==> src/thpl_pkg.sv <==
// Shared types and constants of the tagged header parser.
package thpl_pkg;

  // Result status codes
  localparam logic [1:0] ST_OK       = 2'd0;
  localparam logic [1:0] ST_FORMAT   = 2'd1;
  localparam logic [1:0] ST_BADARG   = 2'd2;
  localparam logic [1:0] ST_NOTFOUND = 2'd3;

  // Header format constants
  localparam int unsigned MIN_PKT_BYTES = 12;  // smallest legal packet
  localparam int unsigned BYTES_PER_TAG = 12;  // offset + tag + 4 value bytes
  localparam int unsigned HDR_PER_TAG   = 8;   // offset word + tag word
  localparam int unsigned ALIGN_BYTES   = 4;

  // Stream layout
  localparam int unsigned IN_DATA_W  = 80;
  localparam int unsigned IN_USER_W  = 2;
  localparam int unsigned OUT_USER_W = 2;
  localparam int unsigned USR_ACTION = 0;
  localparam int unsigned USR_FIRST  = 1;

  // Controller to datapath
  typedef struct packed {
    logic parse;   // header word accepted
    logic lookup;  // lookup request accepted, start tag search
    logic finish;  // lookup read data valid, load result
  } cmd_t;

  // Datapath to controller
  typedef struct packed {
    logic out_free;  // result register empty or draining this cycle
  } stat_t;

endpackage

==> src/thpl_ctrl.sv <==
// Request sequencer: accepts requests and steps lookups through the table read.
module thpl_ctrl (
  input  logic            clk_i,
  input  logic            rst_ni,
  input  logic            in_valid_i,
  input  logic            in_action_i,
  input  thpl_pkg::stat_t stat_i,
  output logic            in_ready_o,
  output thpl_pkg::cmd_t  cmd_o
);

  localparam logic S_IDLE = 1'b0;
  localparam logic S_LOOK = 1'b1;

  logic state_q, state_d;
  logic accept;

  assign in_ready_o = (state_q == S_IDLE) && stat_i.out_free;
  assign accept     = in_valid_i && in_ready_o;

  always_comb begin
    state_d = state_q;
    unique case (state_q)
      S_IDLE: if (accept && in_action_i) state_d = S_LOOK;
      S_LOOK: state_d = S_IDLE;
      default: state_d = S_IDLE;
    endcase
  end

  assign cmd_o.parse  = accept && !in_action_i;
  assign cmd_o.lookup = accept && in_action_i;
  assign cmd_o.finish = (state_q == S_LOOK);

  always_ff @(posedge clk_i or negedge rst_ni) begin
    if (!rst_ni) begin
      state_q <= S_IDLE;
    end else begin
      state_q <= state_d;
    end
  end

endmodule

==> src/thpl_datapath.sv <==
// Header checks, entry tables, tag search and result register.
module thpl_datapath #(
  parameter int unsigned MAX_TAGS = 16,
  parameter int unsigned NW       = 5,
  parameter int unsigned IW       = 4,
  parameter int unsigned PW       = 5,
  parameter int unsigned OW       = 40
) (
  input  logic                      clk_i,
  input  logic                      rst_ni,
  input  thpl_pkg::cmd_t            cmd_i,
  output thpl_pkg::stat_t           stat_o,
  input  logic                      first_i,
  input  logic [31:0]               word_i,
  input  logic [15:0]               pbytes_i,
  input  logic [31:0]               query_i,
  input  logic                      out_ready_i,
  output logic                      out_valid_o,
  output logic [OW-1:0]             out_data_o,
  output logic [thpl_pkg::OUT_USER_W-1:0] out_status_o
);

  // Control state
  logic [NW-1:0] tag_total_q, tag_total_d;
  logic [PW-1:0] pos_q, pos_d;
  logic [15:0]   pl_q, pl_d;
  logic          rdy_q, rdy_d;
  // Running previous offset / tag of the header in progress
  logic [15:0]   prev_off_q, prev_off_d;
  logic [31:0]   prev_tag_q, prev_tag_d;

  // Entry tables
  logic [15:0] off_mem_q [MAX_TAGS];
  logic [15:0] len_mem_q [MAX_TAGS];
  logic [31:0] tag_q     [MAX_TAGS];

  logic          off_we, len_we, tag_we;
  logic [IW-1:0] off_wa, len_wa, tag_wa;
  logic [15:0]   off_wd, len_wd;

  // Parse result
  logic       pres_v;
  logic [1:0] pres_st;

  // First-word checks
  logic [NW-1:0] n_in;
  logic [16:0]   n12_in;
  logic [15:0]   n8_in;
  logic          pb_bad, first_fmt;

  assign n_in   = word_i[NW-1:0];
  assign n12_in = 17'(n_in) * 17'(thpl_pkg::BYTES_PER_TAG);
  assign n8_in  = 16'(n_in) * 16'(thpl_pkg::HDR_PER_TAG);
  assign pb_bad = (pbytes_i < 16'(thpl_pkg::MIN_PKT_BYTES))
               || (pbytes_i[1:0] != 2'b00);
  assign first_fmt = (word_i == 32'd0) || (word_i > 32'(MAX_TAGS))
                  || (n12_in > {1'b0, pbytes_i}) || (n8_in >= pbytes_i);

  // Offset and tag words
  logic [15:0]   n8_cur;
  logic [32:0]   off_abs;
  logic          off_err, in_off, tag_err, tag_last;
  logic [PW-1:0] tag_i;

  assign n8_cur   = 16'(tag_total_q) * 16'(thpl_pkg::HDR_PER_TAG);
  assign off_abs  = {1'b0, word_i} + 33'(n8_cur);
  assign off_err  = (off_abs[1:0] != 2'b00) || (off_abs < 33'(prev_off_q))
                 || (off_abs > 33'(pl_q));
  assign in_off   = pos_q < PW'(tag_total_q);
  assign tag_i    = pos_q - PW'(tag_total_q);
  assign tag_err  = (tag_i != '0) && (word_i <= prev_tag_q);
  assign tag_last = tag_i == (PW'(tag_total_q) - PW'(1));

  always_comb begin
    tag_total_d = tag_total_q;
    pos_d       = pos_q;
    pl_d        = pl_q;
    rdy_d       = rdy_q;
    prev_off_d  = prev_off_q;
    prev_tag_d  = prev_tag_q;
    off_we = 1'b0; off_wa = '0; off_wd = '0;
    len_we = 1'b0; len_wa = '0; len_wd = '0;
    tag_we = 1'b0; tag_wa = '0;
    pres_v  = 1'b0;
    pres_st = thpl_pkg::ST_OK;
    if (cmd_i.parse) begin
      if (first_i) begin
        pl_d        = pbytes_i;
        rdy_d       = 1'b0;
        pos_d       = '0;
        tag_total_d = '0;
        if (pb_bad) begin
          pres_v  = 1'b1;
          pres_st = thpl_pkg::ST_BADARG;
        end else if (first_fmt) begin
          pres_v  = 1'b1;
          pres_st = thpl_pkg::ST_FORMAT;
        end else begin
          tag_total_d = n_in;
          pos_d       = PW'(1);
          off_we      = 1'b1;
          off_wd      = n8_in;
          prev_off_d  = n8_in;
        end
      end else if (pos_q != '0) begin
        if (in_off) begin
          if (off_err) begin
            pres_v  = 1'b1;
            pres_st = thpl_pkg::ST_FORMAT;
            pos_d   = '0;
          end else begin
            off_we     = 1'b1;
            off_wa     = pos_q[IW-1:0];
            off_wd     = off_abs[15:0];
            len_we     = 1'b1;
            len_wa     = IW'(pos_q - PW'(1));
            len_wd     = off_abs[15:0] - prev_off_q;
            prev_off_d = off_abs[15:0];
            pos_d      = pos_q + PW'(1);
          end
        end else begin
          if (tag_err) begin
            pres_v  = 1'b1;
            pres_st = thpl_pkg::ST_FORMAT;
            pos_d   = '0;
          end else begin
            tag_we     = 1'b1;
            tag_wa     = tag_i[IW-1:0];
            prev_tag_d = word_i;
            if (tag_last) begin
              // last entry runs to the end of the packet
              len_we  = 1'b1;
              len_wa  = tag_i[IW-1:0];
              len_wd  = pl_q - prev_off_q;
              rdy_d   = 1'b1;
              pos_d   = '0;
              pres_v  = 1'b1;
              pres_st = thpl_pkg::ST_OK;
            end else begin
              pos_d = pos_q + PW'(1);
            end
          end
        end
      end
    end
  end

  // Tag search over the current header's entries, lowest index wins
  logic          hit_any;
  logic [IW-1:0] hit_idx;

  always_comb begin
    hit_any = 1'b0;
    hit_idx = '0;
    for (int i = MAX_TAGS - 1; i >= 0; i--) begin
      if ((NW'(unsigned'(i)) < tag_total_q) && (tag_q[i] == query_i)) begin
        hit_any = 1'b1;
        hit_idx = IW'(unsigned'(i));
      end
    end
  end

  // Table writes and registered lookup read
  logic [15:0] off_rd_q, len_rd_q;
  logic        lk_found_q, lk_ready_q;

  always_ff @(posedge clk_i) begin
    if (off_we) off_mem_q[off_wa] <= off_wd;
    if (len_we) len_mem_q[len_wa] <= len_wd;
    if (cmd_i.lookup) begin
      off_rd_q <= off_mem_q[hit_idx];
      len_rd_q <= len_mem_q[hit_idx];
    end
  end

  always_ff @(posedge clk_i) begin
    if (tag_we) tag_q[tag_wa] <= word_i;
    prev_off_q <= prev_off_d;
    prev_tag_q <= prev_tag_d;
    if (cmd_i.lookup) begin
      lk_found_q <= hit_any && rdy_q;
      lk_ready_q <= rdy_q;
    end
  end

  always_ff @(posedge clk_i or negedge rst_ni) begin
    if (!rst_ni) begin
      tag_total_q <= '0;
      pos_q       <= '0;
      pl_q        <= '0;
      rdy_q       <= 1'b0;
    end else begin
      tag_total_q <= tag_total_d;
      pos_q       <= pos_d;
      pl_q        <= pl_d;
      rdy_q       <= rdy_d;
    end
  end

  // Result register
  logic          out_valid_q;
  logic [1:0]    out_st_q;
  logic [15:0]   out_off_q, out_len_q;
  logic [NW-1:0] out_cnt_q;

  always_ff @(posedge clk_i or negedge rst_ni) begin
    if (!rst_ni) begin
      out_valid_q <= 1'b0;
    end else if (pres_v || cmd_i.finish) begin
      out_valid_q <= 1'b1;
    end else if (out_ready_i) begin
      out_valid_q <= 1'b0;
    end
  end

  always_ff @(posedge clk_i) begin
    if (pres_v) begin
      out_st_q  <= pres_st;
      out_off_q <= '0;
      out_len_q <= '0;
      out_cnt_q <= (pres_st == thpl_pkg::ST_OK) ? tag_total_q : '0;
    end else if (cmd_i.finish) begin
      if (!lk_ready_q) begin
        out_st_q  <= thpl_pkg::ST_BADARG;
        out_off_q <= '0;
        out_len_q <= '0;
        out_cnt_q <= '0;
      end else if (lk_found_q) begin
        out_st_q  <= thpl_pkg::ST_OK;
        out_off_q <= off_rd_q;
        out_len_q <= len_rd_q;
        out_cnt_q <= tag_total_q;
      end else begin
        out_st_q  <= thpl_pkg::ST_NOTFOUND;
        out_off_q <= '0;
        out_len_q <= '0;
        out_cnt_q <= tag_total_q;
      end
    end
  end

  assign stat_o.out_free = !out_valid_q || out_ready_i;
  assign out_valid_o     = out_valid_q;
  assign out_status_o    = out_st_q;
  assign out_data_o      = OW'({out_cnt_q, out_len_q, out_off_q});

endmodule

==> src/tagged_header_parse_lookup.sv <==
// Top level of the tagged message header parser with tag lookup.
// Header errors/completion are registered as results; a lookup first passes the read registers.
// Throughput: one header word per cycle while the output is free; a lookup blocks during its read.
// The tag search compares the header's tags in parallel; the hit index then addresses the table.
// Reset (rst_ni low, asynchronous) clears the header-in-progress, ready flag and result valid;
// entry tables are not cleared, entries are only read once the current header wrote them.
module tagged_header_parse_lookup #(
  parameter int unsigned MAX_TAGS = 16
) (
  input  logic clk_i,
  input  logic rst_ni,
  // request side
  input  logic                                s_axis_tvalid_i,
  output logic                                s_axis_tready_o,
  // [31:0] data_word, [47:32] packet_bytes, [79:48] query_tag
  input  logic [thpl_pkg::IN_DATA_W-1:0]      s_axis_tdata_i,
  // [0] action, [1] first_word
  input  logic [thpl_pkg::IN_USER_W-1:0]      s_axis_tuser_i,
  // result side
  output logic                                m_axis_tvalid_o,
  input  logic                                m_axis_tready_i,
  // [15:0] field_offset, [31:16] field_length, [32+:CW] entry_count, rest zero
  output logic [((32 + $clog2(MAX_TAGS + 1) + 7) / 8) * 8 - 1:0] m_axis_tdata_o,
  // [1:0] status
  output logic [thpl_pkg::OUT_USER_W-1:0]     m_axis_tuser_o
);

  // Count width (0..MAX_TAGS), table index width, header word position width
  localparam int unsigned NW = $clog2(MAX_TAGS + 1);
  localparam int unsigned IW = (MAX_TAGS > 1) ? $clog2(MAX_TAGS) : 1;
  localparam int unsigned PW = $clog2(2 * MAX_TAGS);
  localparam int unsigned OW = ((32 + NW + 7) / 8) * 8;

  thpl_pkg::cmd_t  cmd;
  thpl_pkg::stat_t stat;

  // Sequencer: header words handled on acceptance, two-step lookups,
  // holds off new requests while a result is stuck at the output.
  thpl_ctrl u_ctrl (
    .clk_i      (clk_i),
    .rst_ni     (rst_ni),
    .in_valid_i (s_axis_tvalid_i),
    .in_action_i(s_axis_tuser_i[thpl_pkg::USR_ACTION]),
    .stat_i     (stat),
    .in_ready_o (s_axis_tready_o),
    .cmd_o      (cmd)
  );

  // Datapath: header checks, offset/length tables, tag registers,
  // parallel tag compare and the result register.
  thpl_datapath #(
    .MAX_TAGS(MAX_TAGS),
    .NW      (NW),
    .IW      (IW),
    .PW      (PW),
    .OW      (OW)
  ) u_dp (
    .clk_i       (clk_i),
    .rst_ni      (rst_ni),
    .cmd_i       (cmd),
    .stat_o      (stat),
    .first_i     (s_axis_tuser_i[thpl_pkg::USR_FIRST]),
    .word_i      (s_axis_tdata_i[31:0]),
    .pbytes_i    (s_axis_tdata_i[47:32]),
    .query_i     (s_axis_tdata_i[79:48]),
    .out_ready_i (m_axis_tready_i),
    .out_valid_o (m_axis_tvalid_o),
    .out_data_o  (m_axis_tdata_o),
    .out_status_o(m_axis_tuser_o)
  );

endmodule

==> config.mk <==
export PLATFORM = sky130hd
export DESIGN_NAME = tagged_header_parse_lookup
export DESIGN_NICKNAME = d
export VERILOG_FILES = /design/src/thpl_pkg.sv /design/src/thpl_ctrl.sv /design/src/thpl_datapath.sv /design/src/tagged_header_parse_lookup.sv
export SDC_FILE = /design/constraint.sdc
export NUM_CORES = 1
export LEC_CHECK = 0
export BUFFER_PORTS_ARGS = -buffer_cell sky130_fd_sc_hd__buf_2
export CAP_MARGIN = 5
export CORE_AREA = 2 2 295 297
export DETAILED_ROUTE_END_ITERATION = 12
export DIE_AREA = 0 0 297 299
export PLACE_DENSITY = 0.85
export SYNTH_ARGS = -nofsm -noshare
export SYNTH_HDL_FRONTEND = slang
export SYNTH_SLANG_ARGS = --single-unit
==> constraint.sdc <==
create_clock -name clk_i -period 7.9 [get_ports clk_i]
set_clock_uncertainty 0.05 [all_clocks]
set_input_delay 0.79 -clock clk_i [delete_from_list [all_inputs] [get_ports clk_i]]
set_output_delay 0.79 -clock clk_i [all_outputs]
set_load 0.1 [all_outputs]
==> results.ini <==
[worst_hold_path]
worstHoldPathType = in -> async

[floorplanning]
chipWidth_um = 297
row_count = 108
fp.coreArea_sq_um = 85900
die_area_sq_um = 88800
initial_core_util_pct = 62.3
die_y_um = 299
pin_count = 130

[power_and_ir_drop]
power_density_nw_per_um2 = 227
p_int_mw = 10.2
p_comb_share_pct = 9.7
seq_power_share_pct = 51.0
p_total_mw = 13.5
power_switching_mw = 3.33
pwr-share-clk_pct = 39.4
sw_frac_of_total_pct = 24.6
power.leakage_nw = 20.7
power.ir.vdd_worst_v = 0.000274

[placed_design]
place_congestion = 0.961
detailedPlacementHpwl_um = 95800
placed_cells = 5075
placement.setup.worst_slack_ns = 0.878
place_area_sq_um = 56000
io_buffers = 126

[finish]
area_growth_pct = 11.4
num-fill-cells = 5513
finish.instance_area_sq_um = 59600
finish.net_count = 4242
finish.cell_count_without_fillers = 5289
fin_util_pct = 69.4
proportion_of_layout_cells_with_a_drive_suffix_above_1_pct = 13.9

[routing]
detailedRoute.firstPassIterationCount = 6
finalWirelength_um = 155000
post-route-drc-count = 0
drt-vias-per-instance = 6.69
vias = 35400
avgRoutedWirePerCell_um = 29.3
route.antenna.remaining_nets = 0
initialDrtViolationCount = 5770

[worst_setup_path]
cp.required_ns = 8.16
timing.critical_path.fanout_max = 28
critPathKind = reg -> reg
critPathLaunchType = register
timing.critical_path.arrival_ns = 7.16
critPathCaptureType = register

[synth]
post_synthesis_cells = 3830
synth_warnings = 0
synth_fa_ha_area_share_pct = 2.83
synth_top_family_by_area = XOR/XNOR gates
synth.area.mux_share_pct = 5.92
synth_sequential_area_ratio_pct = 65.0
synthSimpleGateAreaFrac_pct = 9.34
synth_xor_xnor_area_share_pct = 9.34
synth.distinct_cells = 85
synthesis.area_sq_um = 53500
synth-main-ff-cell = edfxtp_1
compound_gate_fraction_of_synth_area_pct = 5.17
synth-edff-count = 1113
yosys_register_bits = 1174
postSynth.asyncResetShare_pct = 2.47
synthesis.area_per_instance_sq_um = 14.0

[sta]
slew_headroom_pct = 16.4
final_max_slew_viol_count = 0
setup_viol = 0
grt_setup_unrepaired = false
worst_slack_ns = 1.00
finalHoldWorstSlack_ns = 0.151
worst-slew-pin-transition_ns = 1.25
timing.fmax_ghz = 0.145
report.final.hold_viol_count = 0
fin_tns_setup_ns = 0
final.min_clock_period_ns = 6.90
final_min_period_over_clock_period_pct = 87.3

[clocking]
clock_insertion_delay_worst_skew_ns = 0.71
clk_path_buf_depth = 3
cts_root_buf = clkbuf_16
cts_max_level = 3
post-cts-setup-buffer-count = 0
clock_sink_count = 1174
resize_count_post_cts = 0
cts-buffers-inserted = 115
cts_tree = yes
cts.hold.buffers_added = 0
cts.reportedPaths.clkPinSlew_ns = 0.06

[grt]
overflow = 0
grt_first_pass_wirelength_um = 223000
globalRouteTotalUtil_pct = 34.4
first_global_vias = 34100
grt_max_degree = 101
antenna_found_initial = 10

[flow_run]
drv.max_cap_violation_count = 0

[run_status]
outcome = finished, final reports clean

==> per-layer routing <==
layer  wire length, um  global-route usage, %  vias up  part of all wire, %
met5                45                      0        -                0.029
met3             22100                   9.57      685                   14
met2             68400                   52.3     2843                   44
met1             53000                   44.5    17000                   34
met4             11600                   20.7        6                  7.5
li1                  -                      -    14800                    -
==> registers in the layout, summed over array words and instances (netlist names), 2 cells and up <==
| name | flops |
|---|---|
| u_dp.out_status_o | 2 |
| u_dp.off_rd_q | 16 |
| u_dp.pos_q | 5 |
| u_dp.out_len_q | 16 |
| u_dp.prev_off_q | 16 |
| u_dp.tag_total_q | 5 |
| u_dp.tag_q | 512 |
| u_dp.len_rd_q | 16 |
| u_dp.pl_q | 16 |
| u_dp.prev_tag_q | 32 |
| u_dp.out_off_q | 16 |
| u_dp.off_mem_q | 256 |
| u_dp.len_mem_q | 256 |
| u_dp.out_cnt_q | 5 |
==> critical path, cell delays in order (launching register included) <==
cell,delay (ns)
dfrtp_1,0.92
ha_1,0.39
inv_1,0.11
o21bai_1,0.09
a21oi_1,0.37
nor2_1,0.19
and3_1,0.23
xnor2_1,0.13
buf_4,0.16
inv_1,0.06
ha_1,0.29
nand4_1,0.10
nor3_1,0.07
a2111oi_0,0.43
o21ai_0,0.17
o221ai_1,0.23
nand4_1,0.17
a2111oi_4,0.36
buf_4,0.39
nand2b_1,0.15
and2_1,0.19
or3_1,0.45
nor2_2,0.80
==> cells by family (layout without fill, tap and decap cells) <==
| kind of cell | Yosys count | count (layout) |
|---|---|---|
| xor+xnor | 571 | 571 |
| buf+inv | 281 | 581 |
| simple gates | 947 | 947 |
| other cells | 1 | 5 |
| compound gates | 435 | 435 |
| fa+ha+maj | 118 | 118 |
| mux | 303 | 303 |
| flops | 1174 | 1174 |
==> final timing paths <==
check / from / to / slack [ns] / cells past startpoint
setup / recovery: u_dp.tag_total_q[3] / u_dp.len_mem_q[2][14] / 1.00 / 22
hold / removal: rst_ni / u_dp.pl_q[1] / 0.15 / 1
setup reg to reg: u_dp.tag_total_q[3] / u_dp.len_mem_q[2][14] / 1.00 / 22
hold reg to reg: u_dp.len_rd_q[2] / u_dp.out_len_q[2] / 0.40 / 1
max in group asynchronous: rst_ni / u_dp.out_valid_o / 7.10 / 1
min in group clk_i: s_axis_tdata_i[35] / u_dp.pl_q[3] / 0.30 / 3
==> cells in the mapped netlist (62+ instances only) <==
cell type  instances  area [sq um]
mux2i_1          195          1950
edfxtp_1        1113         33400
o21ai_0           96           480
buf_2             86           430
nor2_1           200           751
mux2_2            98          1100
ha_1             113          1410
nand3_1           62           310
nor4_1           132           826
nand2_1          183           687
nor3_1            78           390
inv_1            120           450
a21oi_1          126           631
xor2_1           305          2670
xnor2_1          266          2330
nand4_1          122           763
==> layout make-up <==
type	count	area (sq um)	share of cell area, %
clock buffer	153	3060	5.14
timing repair buffer	250	1620	2.72
sequential	1174	34800	58.3
clock inverter	58	556	0.932
antenna	2	5.00	0.00839
inverter	120	450	0.755
tap	1155	1450	2.42
multi-input combinational	2377	17700	29.7
==> power groups by stage <==
stage | clock network, mW | registers [mW] | logic (mW)
2_1_floorplan | 0 | 7.17 | 0.646
3_3_place_gp | 0 | 7.02 | 1.23
3_5_place_dp | 0 | 7.02 | 1.25
4_1_cts | 5.34 | 6.89 | 1.26
5_1_grt | 5.57 | 6.90 | 1.35
6_report | 5.33 | 6.89 | 1.31
==> placed cells by master, fill, tap and decap left out, drive strengths merged, types with 15 or more instances in the layout <==
master / count
buf: 250
inv: 126
o21ai: 121
a22o: 34
or4: 19
nand2b: 17
o21a: 15
and3: 34
ha: 113
nand3: 62
nor2: 201
a21o: 33
mux2i: 195
clkbuf: 153
xor2: 305
nor3: 78
a22oi: 35
a21oi: 126
nand4: 122
edfxtp: 1113
clkinv: 40
nand2: 184
dfxtp: 32
mux2: 108
nor4b: 18
xnor2: 266
dfrtp: 29
nor4: 133
Power figures use the tool's default switching activity.
